File: src/led_frame_deframer_top_defines.svh
// Assertion macros shared by the LED frame deframer RTL.
// No dependencies; files that assert include this header by name.
`ifndef LED_FRAME_DEFRAMER_TOP_DEFINES_SVH
`define LED_FRAME_DEFRAMER_TOP_DEFINES_SVH

// Property must hold at every clock edge outside reset.
`define LFD_ASSERT_HOLDS(lbl, prop, msg) \
  lbl: assert property (@(posedge clk_i) disable iff (!rst_ni) (prop)) else $error(msg);

// Expression must never be true outside reset.
`define LFD_ASSERT_NEVER(lbl, expr, msg) \
  lbl: assert property (@(posedge clk_i) disable iff (!rst_ni) !(expr)) else $error(msg);

`endif

File: src/lfd_pkg.sv
// Shared types, constants and table functions for the LED frame deframer.
// No dependencies.
`default_nettype none

package lfd_pkg;

  localparam int unsigned LFD_VALUE_COUNT = 1024;

  localparam int unsigned EVT_W = 2;
  localparam int unsigned IDX_W = 10;
  localparam int unsigned VAL_W = 16;
  localparam int unsigned BYTE_W = 8;
  localparam int unsigned OUT_TDATA_W = 32;

  localparam logic [BYTE_W-1:0] BYTE_00 = 8'h00;
  localparam logic [BYTE_W-1:0] BYTE_F0 = 8'hf0;
  localparam logic [BYTE_W-1:0] BYTE_FF = 8'hff;

  typedef enum logic [EVT_W-1:0] {
    EVT_WORD = 2'd0,
    EVT_FILL = 2'd1,
    EVT_GOOD = 2'd2,
    EVT_BAD  = 2'd3
  } evt_e;

  typedef enum logic [2:0] {
    CLS_ZERO = 3'd0,
    CLS_LOW  = 3'd1,
    CLS_F0   = 3'd2,
    CLS_HIGH = 3'd3,
    CLS_FF   = 3'd4
  } cls_e;

  typedef enum logic [3:0] {
    ST_GOOD       = 4'd0,
    ST_GOOD_00    = 4'd1,
    ST_GOOD_OTHER = 4'd2,
    ST_GOOD_FF    = 4'd3,
    ST_GOOD_FF2   = 4'd4,
    ST_GOOD_FF3   = 4'd5,
    ST_BAD        = 4'd6,
    ST_BAD_FF     = 4'd7,
    ST_BAD_FF2    = 4'd8,
    ST_BAD_FF3    = 4'd9,
    ST_END_GOOD   = 4'd10,
    ST_END_BAD    = 4'd11
  } sync_st_e;

  typedef struct packed {
    evt_e              evt;
    logic [IDX_W-1:0]  index;
    logic [VAL_W-1:0]  value;
  } lfd_res_t;

  function automatic cls_e byte_class(input logic [BYTE_W-1:0] b);
    cls_e c;
    if (b == BYTE_00)      c = CLS_ZERO;
    else if (b < BYTE_F0)  c = CLS_LOW;
    else if (b == BYTE_F0) c = CLS_F0;
    else if (b == BYTE_FF) c = CLS_FF;
    else                   c = CLS_HIGH;
    return c;
  endfunction

  // End-mark search: FF FF FF F0, good/bad flavor tracked by the state.
  function automatic sync_st_e sync_next(input sync_st_e st, input cls_e c);
    sync_st_e ns;
    unique case (st)
      ST_GOOD: begin
        if (c == CLS_ZERO)    ns = ST_GOOD_00;
        else if (c == CLS_FF) ns = ST_GOOD_FF;
        else                  ns = ST_GOOD_OTHER;
      end
      ST_GOOD_00:    ns = ST_GOOD;
      ST_GOOD_OTHER: ns = (c == CLS_FF) ? ST_BAD_FF : ST_GOOD;
      ST_GOOD_FF:    ns = (c == CLS_FF) ? ST_GOOD_FF2 : ST_GOOD;
      ST_GOOD_FF2:   ns = (c == CLS_FF) ? ST_GOOD_FF3 : ST_BAD;
      ST_GOOD_FF3: begin
        if (c == CLS_F0)      ns = ST_END_GOOD;
        else if (c == CLS_FF) ns = ST_BAD_FF3;
        else                  ns = ST_BAD;
      end
      ST_BAD_FF:  ns = (c == CLS_FF) ? ST_BAD_FF2 : ST_BAD;
      ST_BAD_FF2: ns = (c == CLS_FF) ? ST_BAD_FF3 : ST_BAD;
      ST_BAD_FF3: begin
        if (c == CLS_F0)      ns = ST_END_BAD;
        else if (c == CLS_FF) ns = ST_BAD_FF3;
        else                  ns = ST_BAD;
      end
      // plain bad, and unreachable codes treated as bad
      default:    ns = (c == CLS_FF) ? ST_BAD_FF : ST_BAD;
    endcase
    return ns;
  endfunction

endpackage

`default_nettype wire

File: src/lfd_deframe_core.sv
// Deframer state and per-byte step logic: word pairing, slot counter, sync FSM.
// Depends on lfd_pkg and led_frame_deframer_top_defines.svh.
`default_nettype none
`include "led_frame_deframer_top_defines.svh"

module lfd_deframe_core #(
  parameter int unsigned VALUE_COUNT = lfd_pkg::LFD_VALUE_COUNT
) (
  input  wire logic                         clk_i,
  input  wire logic                         rst_ni,
  input  wire logic                         step_i,
  input  wire logic [lfd_pkg::BYTE_W-1:0]   byte_i,
  output logic                              res_vld_o,
  output lfd_pkg::lfd_res_t                 res_o
);

  localparam int unsigned CntW = (VALUE_COUNT > 1) ? $clog2(VALUE_COUNT) : 1;
  localparam logic [CntW-1:0] CntLast = CntW'(VALUE_COUNT - 1);

  logic                          sync_q, sync_d;
  logic                          hi_q, hi_d;
  logic [lfd_pkg::BYTE_W-1:0]    low_q, low_d;
  logic [CntW-1:0]               cnt_q, cnt_d;
  lfd_pkg::sync_st_e             st_q, st_d;
  lfd_pkg::sync_st_e             st_nxt;
  logic [CntW+lfd_pkg::IDX_W-1:0] cnt_ext;

  assign cnt_ext = {{lfd_pkg::IDX_W{1'b0}}, cnt_q};
  assign st_nxt  = lfd_pkg::sync_next(st_q, lfd_pkg::byte_class(byte_i));

  always_comb begin
    sync_d    = sync_q;
    hi_d      = hi_q;
    low_d     = low_q;
    cnt_d     = cnt_q;
    st_d      = st_q;
    res_vld_o = 1'b0;
    res_o     = '0;
    if (!sync_q) begin
      if (!hi_q) begin
        low_d = byte_i;
        hi_d  = 1'b1;
      end else begin
        hi_d        = 1'b0;
        res_vld_o   = 1'b1;
        res_o.index = cnt_ext[lfd_pkg::IDX_W-1:0];
        // word above 0xff00: high byte FF with nonzero low byte
        if (byte_i == lfd_pkg::BYTE_FF && low_q != lfd_pkg::BYTE_00) begin
          sync_d    = 1'b1;
          st_d      = (low_q == lfd_pkg::BYTE_FF) ? lfd_pkg::ST_GOOD_FF2
                                                  : lfd_pkg::ST_BAD_FF;
          res_o.evt = lfd_pkg::EVT_FILL;
        end else begin
          res_o.evt   = lfd_pkg::EVT_WORD;
          res_o.value = {byte_i, low_q};
          if (cnt_q == CntLast) begin
            sync_d = 1'b1;
            st_d   = lfd_pkg::ST_GOOD;
            cnt_d  = '0;
          end else begin
            cnt_d = cnt_q + 1'b1;
          end
        end
      end
    end else begin
      if (st_nxt == lfd_pkg::ST_END_GOOD || st_nxt == lfd_pkg::ST_END_BAD) begin
        sync_d    = 1'b0;
        hi_d      = 1'b0;
        cnt_d     = '0;
        st_d      = lfd_pkg::ST_GOOD;
        res_vld_o = 1'b1;
        res_o.evt = (st_nxt == lfd_pkg::ST_END_GOOD) ? lfd_pkg::EVT_GOOD
                                                     : lfd_pkg::EVT_BAD;
      end else begin
        st_d = st_nxt;
      end
    end
  end

  always_ff @(posedge clk_i or negedge rst_ni) begin
    if (!rst_ni) begin
      sync_q <= 1'b0;
      hi_q   <= 1'b0;
      low_q  <= '0;
      cnt_q  <= '0;
      st_q   <= lfd_pkg::ST_GOOD;
    end else if (step_i) begin
      sync_q <= sync_d;
      hi_q   <= hi_d;
      low_q  <= low_d;
      cnt_q  <= cnt_d;
      st_q   <= st_d;
    end
  end

  // low byte of a pair only gets held
  `LFD_ASSERT_NEVER(a_low_byte_silent, step_i && !sync_q && !hi_q && res_vld_o,
                    "result produced for a low byte")
  // fill event only on a completed pair in the word phase
  `LFD_ASSERT_HOLDS(a_fill_on_pair,
                    res_vld_o && res_o.evt == lfd_pkg::EVT_FILL |-> !sync_q && hi_q,
                    "fill event outside a high byte")
  // frame end restarts the word phase at slot 0
  `LFD_ASSERT_HOLDS(a_end_restarts,
                    step_i && res_vld_o && (res_o.evt == lfd_pkg::EVT_GOOD ||
                    res_o.evt == lfd_pkg::EVT_BAD) |=> !sync_q && !hi_q && cnt_q == '0,
                    "frame end did not restart word phase")
  `LFD_ASSERT_NEVER(a_cnt_range, cnt_q > CntLast, "slot counter beyond frame size")

endmodule

`default_nettype wire

File: src/lfd_out_reg.sv
// Result register for the master stream side, loads when empty or drained.
// Depends on lfd_pkg.
`default_nettype none

module lfd_out_reg (
  input  wire logic                 clk_i,
  input  wire logic                 rst_ni,
  input  wire logic                 load_i,
  input  wire lfd_pkg::lfd_res_t    res_i,
  output logic                      ready_o,
  output logic                      valid_o,
  input  wire logic                 take_i,
  output lfd_pkg::lfd_res_t         res_o
);

  logic              vld_q;
  lfd_pkg::lfd_res_t res_q;

  assign ready_o = !vld_q || take_i;
  assign valid_o = vld_q;
  assign res_o   = res_q;

  always_ff @(posedge clk_i or negedge rst_ni) begin
    if (!rst_ni) begin
      vld_q <= 1'b0;
    end else if (ready_o) begin
      vld_q <= load_i;
    end
  end

  always_ff @(posedge clk_i) begin
    if (ready_o && load_i) begin
      res_q <= res_i;
    end
  end

endmodule

`default_nettype wire

File: src/led_frame_deframer_top.sv
// LED frame deframer top level: input byte register, step core, result register.
// Depends on lfd_pkg, lfd_deframe_core, lfd_out_reg.
//
//  channel  dir  tdata bits (low to high)                          notes
//  s_axis   in   [7:0] data_byte                                   one received byte
//  m_axis   out  [1:0] event_res, [11:2] slot_index,               [31:28] zero
//                [27:12] slot_value
//
// One byte per cycle sustained while m_axis_tready is high: a byte sits in
// the input register while the core steps it, and the result lands in the
// output register. The result word is registered, so it can be taken only
// after its byte has passed the input register and the core.
// A low byte of a pair and most sync-phase bytes give no result word.
// m_axis_tready low stalls the core and then the input once the input register
// is full; no byte or result is dropped. Reset clears all control state.
`default_nettype none

module led_frame_deframer_top #(
  parameter int unsigned VALUE_COUNT = lfd_pkg::LFD_VALUE_COUNT
) (
  input  wire logic                              clk_i,
  input  wire logic                              rst_ni,
  input  wire logic                              s_axis_tvalid_i,
  output logic                                   s_axis_tready_o,
  input  wire logic [lfd_pkg::BYTE_W-1:0]        s_axis_tdata_i,  // [7:0] data_byte
  output logic                                   m_axis_tvalid_o,
  input  wire logic                              m_axis_tready_i,
  // [1:0] event_res, [11:2] slot_index, [27:12] slot_value, [31:28] zero
  output logic [lfd_pkg::OUT_TDATA_W-1:0]        m_axis_tdata_o
);

  localparam int unsigned ResW = lfd_pkg::EVT_W + lfd_pkg::IDX_W + lfd_pkg::VAL_W;

  logic                        in_vld_q;
  logic [lfd_pkg::BYTE_W-1:0]  in_byte_q;
  logic                        out_rdy;
  logic                        advance;
  logic                        core_vld;
  lfd_pkg::lfd_res_t           core_res;
  lfd_pkg::lfd_res_t           out_res;

  // core steps the held byte whenever the result register can take a word
  assign advance         = in_vld_q && out_rdy;
  assign s_axis_tready_o = !in_vld_q || advance;

  always_ff @(posedge clk_i or negedge rst_ni) begin
    if (!rst_ni) begin
      in_vld_q <= 1'b0;
    end else if (s_axis_tready_o) begin
      in_vld_q <= s_axis_tvalid_i;
    end
  end

  always_ff @(posedge clk_i) begin
    if (s_axis_tready_o && s_axis_tvalid_i) begin
      in_byte_q <= s_axis_tdata_i;
    end
  end

  lfd_deframe_core #(
    .VALUE_COUNT(VALUE_COUNT)
  ) u_core (
    .clk_i     (clk_i),
    .rst_ni    (rst_ni),
    .step_i    (advance),
    .byte_i    (in_byte_q),
    .res_vld_o (core_vld),
    .res_o     (core_res)
  );

  lfd_out_reg u_out (
    .clk_i   (clk_i),
    .rst_ni  (rst_ni),
    .load_i  (advance && core_vld),
    .res_i   (core_res),
    .ready_o (out_rdy),
    .valid_o (m_axis_tvalid_o),
    .take_i  (m_axis_tready_i),
    .res_o   (out_res)
  );

  // pack fields lowest first, zero pad to whole bytes
  assign m_axis_tdata_o = {{(lfd_pkg::OUT_TDATA_W - ResW){1'b0}},
                           out_res.value, out_res.index, out_res.evt};

endmodule

`default_nettype wire

File: config.mk
export PLATFORM = sky130hd
export DESIGN_NAME = led_frame_deframer_top
export DESIGN_NICKNAME = d
export VERILOG_FILES = /design/src/lfd_pkg.sv /design/src/lfd_deframe_core.sv /design/src/lfd_out_reg.sv /design/src/led_frame_deframer_top.sv
export VERILOG_INCLUDE_DIRS = /design/src /design/src/src
export SDC_FILE = /design/constraint.sdc
export NUM_CORES = 1
export LEC_CHECK = 0
export BUFFER_PORTS_ARGS = -buffer_cell sky130_fd_sc_hd__buf_2
export CAP_MARGIN = 10
export CORE_MARGIN = 2
export CORE_UTILIZATION = 50
export DETAILED_ROUTE_END_ITERATION = 12
export PLACE_DENSITY = 0.73
export SLEW_MARGIN = 20
export SYNTH_ARGS = -nofsm -noshare
export SYNTH_HDL_FRONTEND = slang
export SYNTH_SLANG_ARGS = --single-unit
File: constraint.sdc
create_clock -name clk_i -period 4 [get_ports clk_i]
set_clock_uncertainty 0.1 [all_clocks]
set_input_delay 0.6 -clock clk_i [delete_from_list [all_inputs] [get_ports clk_i]]
set_output_delay 0.6 -clock clk_i [all_outputs]
set_load 0.005 [all_outputs]
After elaboration in Yosys (flattened, before gate mapping)

Index checks and enable logic that the tools add are counted.

$add $sub $neg: 1
Reductions and logical operators: 22
Eq/ne operators: 18
Order comparisons: 1
Bitwise operators: 2
Muxes and demuxes: 43

Operators with widths:

| kind                    | number |
|---|---|
| $mux W10                | 5 |
| $mux W4                 | 10 |
| $pmux W4 S9             | 1 |
| $mux W28                | 1 |
| $eq A8 B8 Y1 const B    | 3 |
| $mux W3                 | 6 |
| $eq A4 B4 Y1 const B    | 4 |
| $mux W16                | 1 |
| $mux W1                 | 15 |
| $eq A4 B3 Y1 const B    | 3 |
| $add A10 B1 Y10 const B | 1 |
| $eq A10 B10 Y1 const B  | 1 |
| $eq A4 B2 Y1 const B    | 2 |
| $logic_not A8 Y1        | 1 |
| $lt A8 B8 Y1 const B    | 1 |
| $mux W2                 | 4 |
| $reduce_bool A8 Y1      | 1 |
| $reduce_and A3 Y1       | 2 |
| $logic_and A1 B1 Y1     | 5 |
| $eq A4 B1 Y1 const B    | 1 |
| $logic_not A4 Y1        | 1 |
| $reduce_and A4 Y1       | 1 |
| $eq A3 B2 Y1 const B    | 1 |
| $eq A3 B3 Y1 const B    | 1 |
| 11 further kinds        | 15 |

Output and inout bits: 34
Input port bits: 12
Word-level logic and storage cells: 98
Register bits after elaboration: 62

Depth between registers and ports, before layout

Gate-level depths: netlist (run 1).

Depth in word-level cells: 15
Depth in mapped cells: 7
Gate-level depth less buffers: 6

By module

A second synthesis (run 1) with hierarchy kept.

Cells, all modules: 241
Area, all modules: 3,021.6 sq um

Modules (own cells, without submodules):

| module                 | cells each | sequential area each (sq um) | instances | area an instance (sq um) |
|---|---|---|---|---|
| lfd_deframe_core       | 190        | 600.6                        | 1         | 1,786.7 |
| lfd_out_reg            | 32         | 865.8                        | 1         | 894.6 |
| led_frame_deframer_top | 19         | 265.3                        | 1         | 340.3 |

Worst setup path before layout (run 1)

No wires, ideal clock.

Path type: flip-flop to flip-flop
Start: register in_byte_q[1] (netlist bit)
End: register u_out.res_q, in the netlist u_out.res_o[0] (enable)
Arrival time: 2.302 ns
Path slack: 1.210 ns
Setup time: 0.387 ns
Data required time: 3.513 ns
Stages on the path, launching flop included: 6
Buffers on the path: 0
Period minus slack after synthesis: 2.790 ns
Cell sequence: edfxtp_1 -> nor4_1 -> and4_1 -> o21ai_0 -> a2bb2oi_1 -> and2_1

Word-level cells in the longest chain between the ends: 15
Elaborated cells on any way between the ends: 29
Classes of those cells: order compare (1); eq/ne (6); mux (17); reduce/logical (5)

RTL lines:

| element                                                              | RTL line                                    | source |
|---|---|---|
| start: declaration                                                   | led_frame_deframer_top.sv:35                | `logic [lfd_pkg::BYTE_W-1:0] in_byte_q;` |
| start signal: assignment                                             | led_frame_deframer_top.sv:56                | `in_byte_q <= s_axis_tdata_i;` |
| parallel branches: the longest is 4 deep, another holds $lt A8 B8 Y1 | n/a                                         |  |
| $mux W3 *                                                            | lfd_pkg.sv:57                               | `if (b == BYTE_00) c = CLS_ZERO;` |
| $eq A3 B3 Y1                                                         | n/a                                         |  |
| $mux W4 / $mux W1 (equally long branches)                            | n/a                                         |  |
| $mux W4 (on tied branches)                                           | lfd_pkg.sv:86, lfd_pkg.sv:70, lfd_pkg.sv:79 |  |
| $pmux W4 S9 *                                                        | lfd_pkg.sv:68                               | `unique case (st)` |
| $eq A4 B4 Y1                                                         | lfd_deframe_core.sv:66                      | `if (st_nxt == lfd_pkg::ST_END_GOOD \|\| st_nxt == lfd_pkg::ST_END_BAD) begin` |
| $logic_or A1 B1 Y1 *                                                 | lfd_deframe_core.sv:66                      |  |
| $mux W1 *                                                            | lfd_deframe_core.sv:66                      |  |
| $mux W1 *                                                            | lfd_deframe_core.sv:39                      | `if (!sync_q) begin` |
| $logic_and A1 B1 Y1 *                                                | led_frame_deframer_top.sv:74                | `.load_i (advance && core_vld),` |
| $logic_and A1 B1 Y1 *                                                | lfd_out_reg.sv:32                           | `if (ready_o && load_i) begin` |
| end signal: assignment                                               | lfd_out_reg.sv:33                           | `res_q <= res_i;` |
| end: declaration                                                     | lfd_out_reg.sv:17                           | `lfd_pkg::lfd_res_t res_q;` |

Every way passes the cells marked *.
A chain may end at the register's enable or synchronous reset.

Worst setup path after layout (run 1)

Start: register in_byte_q[1] (netlist bit)
End: register u_out.res_q, in the netlist u_out.res_o[12] (enable)

The elaborated chain is that of the path after synthesis.

==> results of run 1 <==
==> cell type report <==
cell class	instances	area, um2
fillers	452	2140
flip-flops and latches	62	1732
multi-input cells	164	1146
repair buffers	43	220.2
clock inverters	7	145.1
clock buffers	9	123.9
well taps	72	90.09
inverters	3	11.26
==> where the power goes <==
part	internal [mW]	leakage, nW	switching, mW
logic	0.438	0.621	0.534
clock network	0.480	0.130	0.252
registers	1.01	0.638	0.176
total	1.93	1.39	0.963
==> state kept, by name (all words and copies together) (netlist names) <==
signal         cells
in_vld_q           1
u_core.hi_q        1
u_out.res_o       28
u_core.st_q        4
u_core.cnt_q      10
u_core.low_q       8
u_core.sync_q      1
u_out.valid_o      1
in_byte_q          8
==> critical path: stages (launching register included) <==
cell	delay, ns
edfxtp_1	0.47
nor4_1	0.47
and4_1	0.27
o21ai_0	0.12
a2bb2oi_1	0.52
and2_1	0.21
buf_4	0.34
==> layer usage <==
metal | GRT usage (%) | vias up | share of wire [%] | wire length, um
li1 | - | 996 | - | -
met1 | 28.76 | 973 | 47 | 2652
met2 | 26.86 | 87 | 44 | 2453
met3 | 4.000 | 11 | 7.3 | 412
met4 | 8.644 | 0 | 1.8 | 104
met5 | 0 | - | 0 | 0
==> metrics by stage <==
stage	std cells	util, %	total power, mW	hold slack [ns]
6_report	360	61.85	2.895	0.1651
5_1_grt	360	61.85	3.083	0.2033
4_1_cts	360	61.85	2.912	0.1838
3_5_place_dp	344	57.05	2.173	0.4335
3_3_place_gp	344	57.05	2.153	0.4215
2_1_floorplan	242	-	1.852	0.2044
==> how the worst max path moves through the flow <==
stage                           end  slack (ns)  depth (start not counted)
global placement    u_out.res_o[13]        1.30                          6
floorplan            u_out.res_o[0]        1.21                          5
global route        u_out.res_o[19]        0.90                          6
finish              u_out.res_o[12]        1.16                          6
detailed placement   u_out.res_o[5]        1.17                          6
CTS                 u_out.res_o[23]        1.16                          6
==> cell usage in the layout (no fill, tap or decap), drive strengths merged, types with 4 or more instances in the layout <==
master	count
a22o	7
nor2	9
mux2	8
and3	20
conb	4
nand2b	7
or4	4
o2bb2ai	4
inv	4
bufinv	4
buf	43
clkbuf	9
a21oi	6
o21ai	15
nand2	14
nand4	5
and2	14
edfxtp	36
a31oi	6
dfrtp	26
==> kinds of logic after synthesis <==
logic type | Yosys count
other | 1
xor gates and xnor gates | 1
DFF | 62
buffers and inverters | 16
adders and majority gates | 1
AOI/OAI and AO/OA | 58
muxes | 9
and+or+nand+nor | 91
==> key figures, run 1 <==
Status
  – Run status: completed

STA
  – Final hold vios: 0
  – Worst slew pin tran: 0.6055 ns
  – Setup_tns: 0 ns
  – RSZ-0062 raised after global routing: no
  – Setup ws final: around 1.2 ns
  – Tmin final: 2.842 ns
  – Max Slew Vio Count: 0
  – Relative slew slack: ~60%
  – Max Freq: 0.3518 GHz
  – Final Cycle Share: 71.06%
  – Setup-failing EPs final: 0

Critical path
  – Worst reg2reg path startpoint: in_byte_q[1]
  – CP arrival: 2.75 ns
  – R2r worst-path depth: 6
  – Reg2Reg Setup Slack: ~1.2 ns
  – CP startpoint kind: flop
  – Crit Path Class: reg -> reg
  – Worst-path fanout max: 28
  – Critical Path RT: 3.91 ns
  – Critical R2R Capture: u_out.res_o[12]
  – Setup crit end kind: flop
  – CP startpoint: in_byte_q[1]

Logic synthesis
  – Area leader, netlist: edfxtp_1
  – Synth Cell Area: 2952 um2
  – Seq/Total Area, Yosys: 58.67%
  – Synth Flop Type: edfxtp_1
  – XOR/XNOR Fraction of Synth Area: 0.2967%
  – Post-synthesis adder-cell area fraction: 0.4239%
  – Asr flop ratio synth: 41.94%
  – Post-synth cell types: 53
  – Synth warn: 0
  – Compound-cell area share of the yosys netlist: 16.19%
  – Synth cell count leaders: 36 x edfxtp_1, 26 x dfrtp_1, 20 x and3_1
  – Count leader, synth: edfxtp_1
  – Top post-synthesis cells by area: edfxtp_1 37%, dfrtp_1 22%, and3_1 4.2%, mux2_2 3.1%, and2_1 3.0%
  – Flops & latches, synth: 62
  – Post-synthesis simple-gate area fraction: 18.02%
  – Synth Instances: 239
  – Avg Inst Size Synth: 12.35 um2
  – EDFF count, synth: 36
  – Post-synthesis mux area share: 3.391%
  – Largest family of logic cells by synthesized area: simple AND/OR/NAND/NOR gates
  – Share of the synthesized area in the top cell type: 36.63%

Routing
  – DRT Pass-1 Iters: 4
  – DRT antenna net count: 0
  – DR vias: 2067
  – Avg Vias per Cell: 5.742
  – Avg WL per Cell: around 16 um
  – Initial DRC Count: 211
  – Final WL: 5.623 mm
  – Post-route DRC: 0

Clock network
  – Worst-skew pair later-pin latency: 0.34 ns
  – Clock sinks: 62
  – Cts hold-fix bufs: 0
  – CTS-repair resized insts: 0
  – CTS H-Tree Depth: 3
  – Clk slew on worst S/H paths: approximately 0.070 ns
  – CTS Buf Count: 9
  – Post-CTS Repair Setup Buffers: 0
  – Clk buf depth: 2
  – CTS tree: yes
  – CTS root buf: clkbuf_8

Floorplan
  – Top-Level Pins: between 40 and 50
  – Die area: roughly 6500 um2
  – Core region area: 5608 um2
  – Die X: ~81 um
  – Die Y: 80.83 um
  – Floorplan row count: 27
  – Starting Density: 52.63%

Place
  – Hpwl dp: 3.786 mm
  – Dpl ws: 1.174 ns
  – Port Buffers: 41
  – Placed inst area: about 3200 um2
  – Routability cong.: around 0.96

Min path
  – Hold WC Path Type: in -> async

Global route
  – Vias in the first global route: 1859
  – GRT Overall Usage: 19.19%
  – First-pass GRT wire length: 9.377 mm
  – Overflow after GRT: 0
  – Initial antenna violation count: 0
  – Largest net degree at the start of global routing: 29

Cells and area
  – Antenna cells: 0
  – Finished Cell Area: 3468 um2
  – Layout cells sized above 1: 26.74%
  – Final Net Count: 296
  – Area delta synth->final: 17.51%

Run
  – Max-Cap Viols: 0

Power and ir drop
  – Peak supply drop: 0.0003927 V
  – P per Cell Area: 834.8 nW/um2
  – Leak: 1.389 nW
Power figures use the tool's default switching activity.
==> run 2, diff against run 1 <==
Settings changed: PLACE_DENSITY 0.73 to 0.75.
Clock period 4 ns to 2.5 ns, I/O delays scaled along.
==> key figures, run 2 (synthesis results as in run 1) <==
Routing
  – Avg WL per Cell: 15.43 um (-1.2%)
  – Final WL: 5.663 mm (+0.71%)
  – DRT Pass-1 Iters: 4 (unchanged)
  – DR vias: 2098 (+1.5%)
  – Initial DRC Count: 130 (-38%)
  – Post-route DRC: 0 (unchanged)
  – Avg Vias per Cell: 5.717 (-0.44%)
  – DRT antenna net count: 0 (unchanged)

STA
  – RSZ-0062 raised after global routing: no
  – Setup-failing EPs final: 0 (unchanged)
  – Final hold vios: 0 (unchanged)
  – Tmin final: 2.358 ns (-0.4841 ns)
  – Worst slew pin tran: 0.6289 ns (+0.02334 ns)
  – Max Slew Vio Count: 0 (unchanged)
  – Relative slew slack: 58.07% (-1.6 points)
  – Setup_tns: 0 ns (unchanged)
  – Final Cycle Share: 94.33% (+23 points)
  – Max Freq: 0.4240 GHz (+21%)

Floorplan
  – Die Y: 80.83 um (unchanged)
  – Die area: 6533 um2 (unchanged)
  – Starting Density: 52.63% (unchanged)
  – Floorplan row count: 27 (unchanged)
  – Core region area: 5608 um2 (unchanged)
  – Die X: 80.83 um (unchanged)
  – Top-Level Pins: 46 (unchanged)

Cells and area
  – Commonest non-fill, non-tap cell in the layout: buf_2
  – Area delta synth->final: 17.30%
  – Max reg flops: 28 (unchanged)
  – Post-layout util: 61.74% (-0.11 points)
  – Layout cells sized above 1: 27.46% (+0.72 points)
  – Antenna cells: 0 (unchanged)
  – Final Net Count: 303 (+2.4%)
  – Commonest cells after routing, fill and taps aside: 41 x buf_2, 36 x edfxtp_1, 26 x dfrtp_1

Place
  – Hpwl dp: 3.872 mm (+2.3%)
  – Routability cong.: 0.9192 (-4.2%)
  – Port Buffers: 41 (unchanged)

Global route
  – Initial antenna violation count: 0 (unchanged)
  – Vias in the first global route: 1931 (+3.9%)
  – Overflow after GRT: 0 (unchanged)
  – Largest net degree at the start of global routing: 29 (unchanged)
  – First-pass GRT wire length: 9.494 mm (+1.2%)
  – GRT Overall Usage: 19.85% (+0.66 points)

Clock network
  – Cts hold-fix bufs: 1 (+1)
  – Worst-skew pair later-pin latency: 0.33 ns (about the same)
  – CTS Buf Count: 9 (unchanged)
  – CTS-repair resized insts: 0 (unchanged)
  – Clock sinks: 62 (unchanged)
  – CTS root buf: clkbuf_8
  – Clk slew on worst S/H paths: 0.06 ns (about the same)
  – CTS tree: yes
  – CTS H-Tree Depth: 3 (unchanged)
  – Post-CTS Repair Setup Buffers: 0 (unchanged)
  – Clk buf depth: 2 (unchanged)

Critical path
  – Critical Path RT: 2.40 ns (-1.51 ns)
  – Crit Path Class: reg -> reg
  – CP startpoint kind: flop
  – Setup crit end kind: flop
  – CP arrival: 2.26 ns (-0.49 ns)
  – Worst-path fanout max: 28 (unchanged)

Power and ir drop
  – Final Power: 4.408 mW (+52%)
  – P per Cell Area: 1273 nW/um2 (+53%)
  – Peak supply drop: 0.0005122 V (+30%)
  – Leak: 1.398 nW (+0.63%)

Status
  – Run status: completed

Min path
  – Hold WC Path Type: in -> reg

Run
  – Max-Cap Viols: 0 (unchanged)
-- run 2: changes by cell type in the layout (fill, tap and decap cells not counted) --
| cell | delta |
|---|---|
| buf_4 | +6 |
| clkbuf_1 | +2 |
| clkinvlp_4 | -1 |
| bufinv_16 | -2 |
| inv_6 | -1 |
| and2_4 | +1 |
| clkinv_4 | -1 |
| and2_1 | -1 |
| clkinv_2 | +2 |
| clkinv_1 | +1 |
| dlygate4sd3_1 | +1 |
-- run 2: final timing paths --
path	start	to	slack, ns	depth (start not counted)
max in group asynchronous	rst_ni	u_core.cnt_q[3]	1.38	2
min in group asynchronous	rst_ni	u_core.st_q[2]	0.51	2
min reg2reg	u_core.cnt_q[0]	u_core.cnt_q[0]	0.43	1
max	in_byte_q[0]	u_out.res_o[8]	0.14	5
min	s_axis_tdata_i[5]	in_byte_q[5]	0.11	1
max reg2reg	in_byte_q[0]	u_out.res_o[8]	0.14	5
-- run 2: through the flow --
| step | hold slack (ns) | std cells | cell area (um2) | setup slack [ns] |
|---|---|---|---|---|
| after floorplan | -0.02059 | 242 | 2965 | 0.1388 |
| after global placement | 0.3180 | 350 | 3247 | 0.2662 |
| after detailed placement | 0.3305 | 350 | 3247 | 0.1812 |
| after CTS | 0.09443 | 367 | 3462 | 0.1616 |
| after global routing | 0.09174 | 367 | 3462 | 0.05612 |
| final | 0.1117 | 367 | 3462 | 0.1417 |
-- run 2: final cells by class --
class / instances / area (um2)
multi-input cells: 164 / 1149
clock inverters: 5 / 73.82
repair buffers: 50 / 275.3
inverters: 3 / 11.26
clock buffers: 11 / 131.4
fillers: 463 / 2146
flip-flops and latches: 62 / 1732
well taps: 72 / 90.09
-- run 2: metal layers --
metal | wire length, um | up-vias | GRT usage, %
met4 | 59 | 0 | 9.831
li1 | - | 1011 | -
met2 | 2610 | 77 | 27.19
met5 | 0 | - | 0
met3 | 393 | 6 | 6.778
met1 | 2599 | 1004 | 28.11
-- run 2: critical path, stage by stage, from the launching register on --
cell	delay, ns
edfxtp_1	0.46
and4_1	0.38
a211oi_1	0.13
o21ai_2	0.28
a2bb2oi_1	0.25
and2_4	0.41
-- run 2: report_power, final --
part           switching, mW  internal [mW]
Combinational          0.851          0.737
Clock                  0.358          0.555
Sequential             0.283           1.62
Total                   1.49           2.92
==> run 3, diff against run 2 <==
Settings changed: CAP_MARGIN 10 to 20.
Clock period 2.5 ns to 2.1 ns, I/O delays scaled along.
==> key figures, run 3 (synthesis results as in run 1) <==
Routing
  – DRT antenna net count: 0 (unchanged)
  – DRT Pass-1 Iters: 5 (+1)
  – Avg WL per Cell: 15.88 um (+2.9%)
  – Final WL: 6.433 mm (+14%)
  – DR vias: 2305 (+9.9%)
  – Initial DRC Count: 196 (+51%)
  – Post-route DRC: 0 (unchanged)
  – Avg Vias per Cell: 5.691 (-0.44%)

Critical path
  – Crit Path Class: reg -> reg
  – Reg2Reg Setup Slack: -0.04 ns (-0.18 ns)
  – Critical Path RT: 2.04 ns (-0.36 ns)
  – Worst-path fanout max: 7 (-75%)
  – Worst reg2reg path startpoint: in_byte_q[2]
  – Bufs and invs on worst path: 0 (unchanged)
  – CP Cell Sequence: nor4_2 > and4_1 > o21ai_1 > a2bb2oi_4 > and2_2
  – CP arrival: 2.07 ns (-0.19 ns)
  – Setup crit end kind: flop
  – R2r worst-path depth: 5 (unchanged)
  – CP max stage cell: edfxtp_1
  – Peak per-stage delay on the critical path: 0.46 ns (about the same)
  – CP top delay family: simple AND/OR/NAND/NOR gates
  – Critical R2R Capture: u_out.res_o[23]
  – CP startpoint kind: flop

Min path
  – WHS Endpoint: in_byte_q[3]
  – Min-delay src: s_axis_tdata_i[3]
  – Hold path cells: 1 (unchanged)
  – Hold WC Path Type: in -> reg

STA
  – Worst slew pin tran: 0.6178 ns (-0.01105 ns)
  – Final hold vios: 0 (unchanged)
  – Relative slew slack: 58.81% (+0.74 points)
  – Setup-failing EPs final: 28 (+28)
  – RSZ-0062 raised after global routing: yes
  – Max Slew Vio Count: 0 (unchanged)
  – Setup ws final: -0.03595 ns (-0.1776 ns)
  – Tmin final: 2.136 ns (-0.2224 ns)
  – Worst hold margin: 0.05140 ns (-0.06035 ns)
  – Final Cycle Share: 101.7% (+7.4 points)
  – Max Freq: 0.4682 GHz (+10%)

Global route
  – Vias in the first global route: 2093 (+8.4%)
  – GRT Overall Usage: 20.84% (+0.99 points)
  – Largest net degree at the start of global routing: 28 (-3.4%)
  – Overflow after GRT: 0 (unchanged)
  – First-pass GRT wire length: 10.14 mm (+6.8%)
  – Initial antenna violation count: 0 (unchanged)

Place
  – Routability cong.: 0.8760 (-4.7%)
  – Hpwl dp: 4.192 mm (+8.3%)
  – Port Buffers: 41 (unchanged)

Clock network
  – Clock sinks: 62 (unchanged)
  – CTS root buf: clkbuf_8
  – CTS tree: yes
  – CTS Buf Count: 9 (unchanged)
  – Clk buf depth: 2 (unchanged)
  – Worst-skew pair later-pin latency: 0.34 ns (about the same)
  – Clk slew on worst S/H paths: 0.07 ns (about the same)
  – CTS H-Tree Depth: 3 (unchanged)

Floorplan
  – Die area: 6533 um2 (unchanged)
  – Die Y: 80.83 um (unchanged)
  – Die X: 80.83 um (unchanged)
  – Starting Density: 52.63% (unchanged)
  – Top-Level Pins: 46 (unchanged)
  – Core region area: 5608 um2 (unchanged)
  – Floorplan row count: 27 (unchanged)

Status
  – Failing checks: negative setup slack
  – Run status: complete, but fails checks

Run
  – Max-Cap Viols: 0 (unchanged)

Cells and area
  – Layout cells sized above 1: 39.34% (+12 points)
  – Commonest non-fill, non-tap cell in the layout: buf_2
  – Antenna cells: 0 (unchanged)
  – Final Net Count: 341 (+13%)
  – Fill count: 409 (-12%)
  – Commonest cells after routing, fill and taps aside: 41 x buf_2, 40 x buf_4, 36 x edfxtp_1
  – Area delta synth->final: 28.70%
  – Post-layout util: 67.74% (+6.0 points)
  – Max reg flops: 28 (unchanged)

Power and ir drop
  – Peak supply drop: 0.0007263 V (+42%)
  – P per Cell Area: 1482 nW/um2 (+16%)
  – Leak: 1.588 nW (+14%)
-- run 3: cell types whose count changed in the layout (fill, tap and decap cells not counted), sizes merged --
cell | before | now
buf | 49 | 84
and2 | 14 | 17
clkbuf | 11 | 9
bufinv | 2 | 1
clkinv | 3 | 4
clkinvlp | 0 | 1
inv | 3 | 4
-- run 3: stage by stage --
| step | std cells | setup slack [ns] | power [mW] | area, um2 | TNS [ns] |
|---|---|---|---|---|---|
| final | 405 | -0.03595 | 5.628 | 3799 | -0.5810 |
| after detailed placement | 375 | -0.08577 | 4.474 | 3462 | -2.415 |
| after CTS | 397 | -0.0002816 | 5.544 | 3716 | -0.0002816 |
| after global placement | 375 | -0.02821 | 4.385 | 3462 | -0.7621 |
| after floorplan | 242 | 0.01320 | 3.588 | 2993 | 0 |
| after global routing | 405 | -0.1070 | 6.009 | 3799 | -2.673 |
-- run 3: worst max path at each step --
stage	startpoint	end	slack (ns)	cells after the start
floorplan	in_byte_q[1]	u_out.res_o[0]	0.01	5
global placement	u_core.st_q[3]	u_out.res_o[20]	-0.03	5
detailed placement	in_byte_q[2]	u_out.res_o[21]	-0.09	5
CTS	in_byte_q[2]	u_out.res_o[13]	-0.0003	5
global route	in_byte_q[2]	u_out.res_o[14]	-0.11	5
finish	in_byte_q[2]	u_out.res_o[23]	-0.04	5
-- run 3: metal layers --
layer	track usage, %	wire, um
met1	27.79	2865
met3	7.222	394
met5	0	0
met4	7.119	126
met2	31.98	3047
-- run 3: where the power goes --
part           leakage, nW  switching [mW]  total (mW)  internal (mW)
sequential           0.638           0.268        2.20           1.93
combinational        0.850            1.23        2.41           1.18
clock               0.0996           0.470        1.02          0.551
total                 1.59            1.97        5.63           3.66
-- run 3: cell type report --
type,count,area [um2],share of cell area [%]
repair buffers,85,549.3,14.46
inverters,3,11.26,0.2964
well taps,72,90.09,2.372
clock inverters,7,73.82,1.943
multi-input cells,167,1219,32.08
clock buffers,9,123.9,3.261
flip-flops and latches,62,1732,45.59
-- run 3: repair_timing --
action / CTS / global route
buffers inserted: 4 / 6
endpoints found under the hold margin: 26 / 0
pin swaps: 4 / 7
gates cloned: 1 / 2
resized for setup: 3 / 7
hold buffers: 1 / 0
setup endpoints to repair: 31 / 41
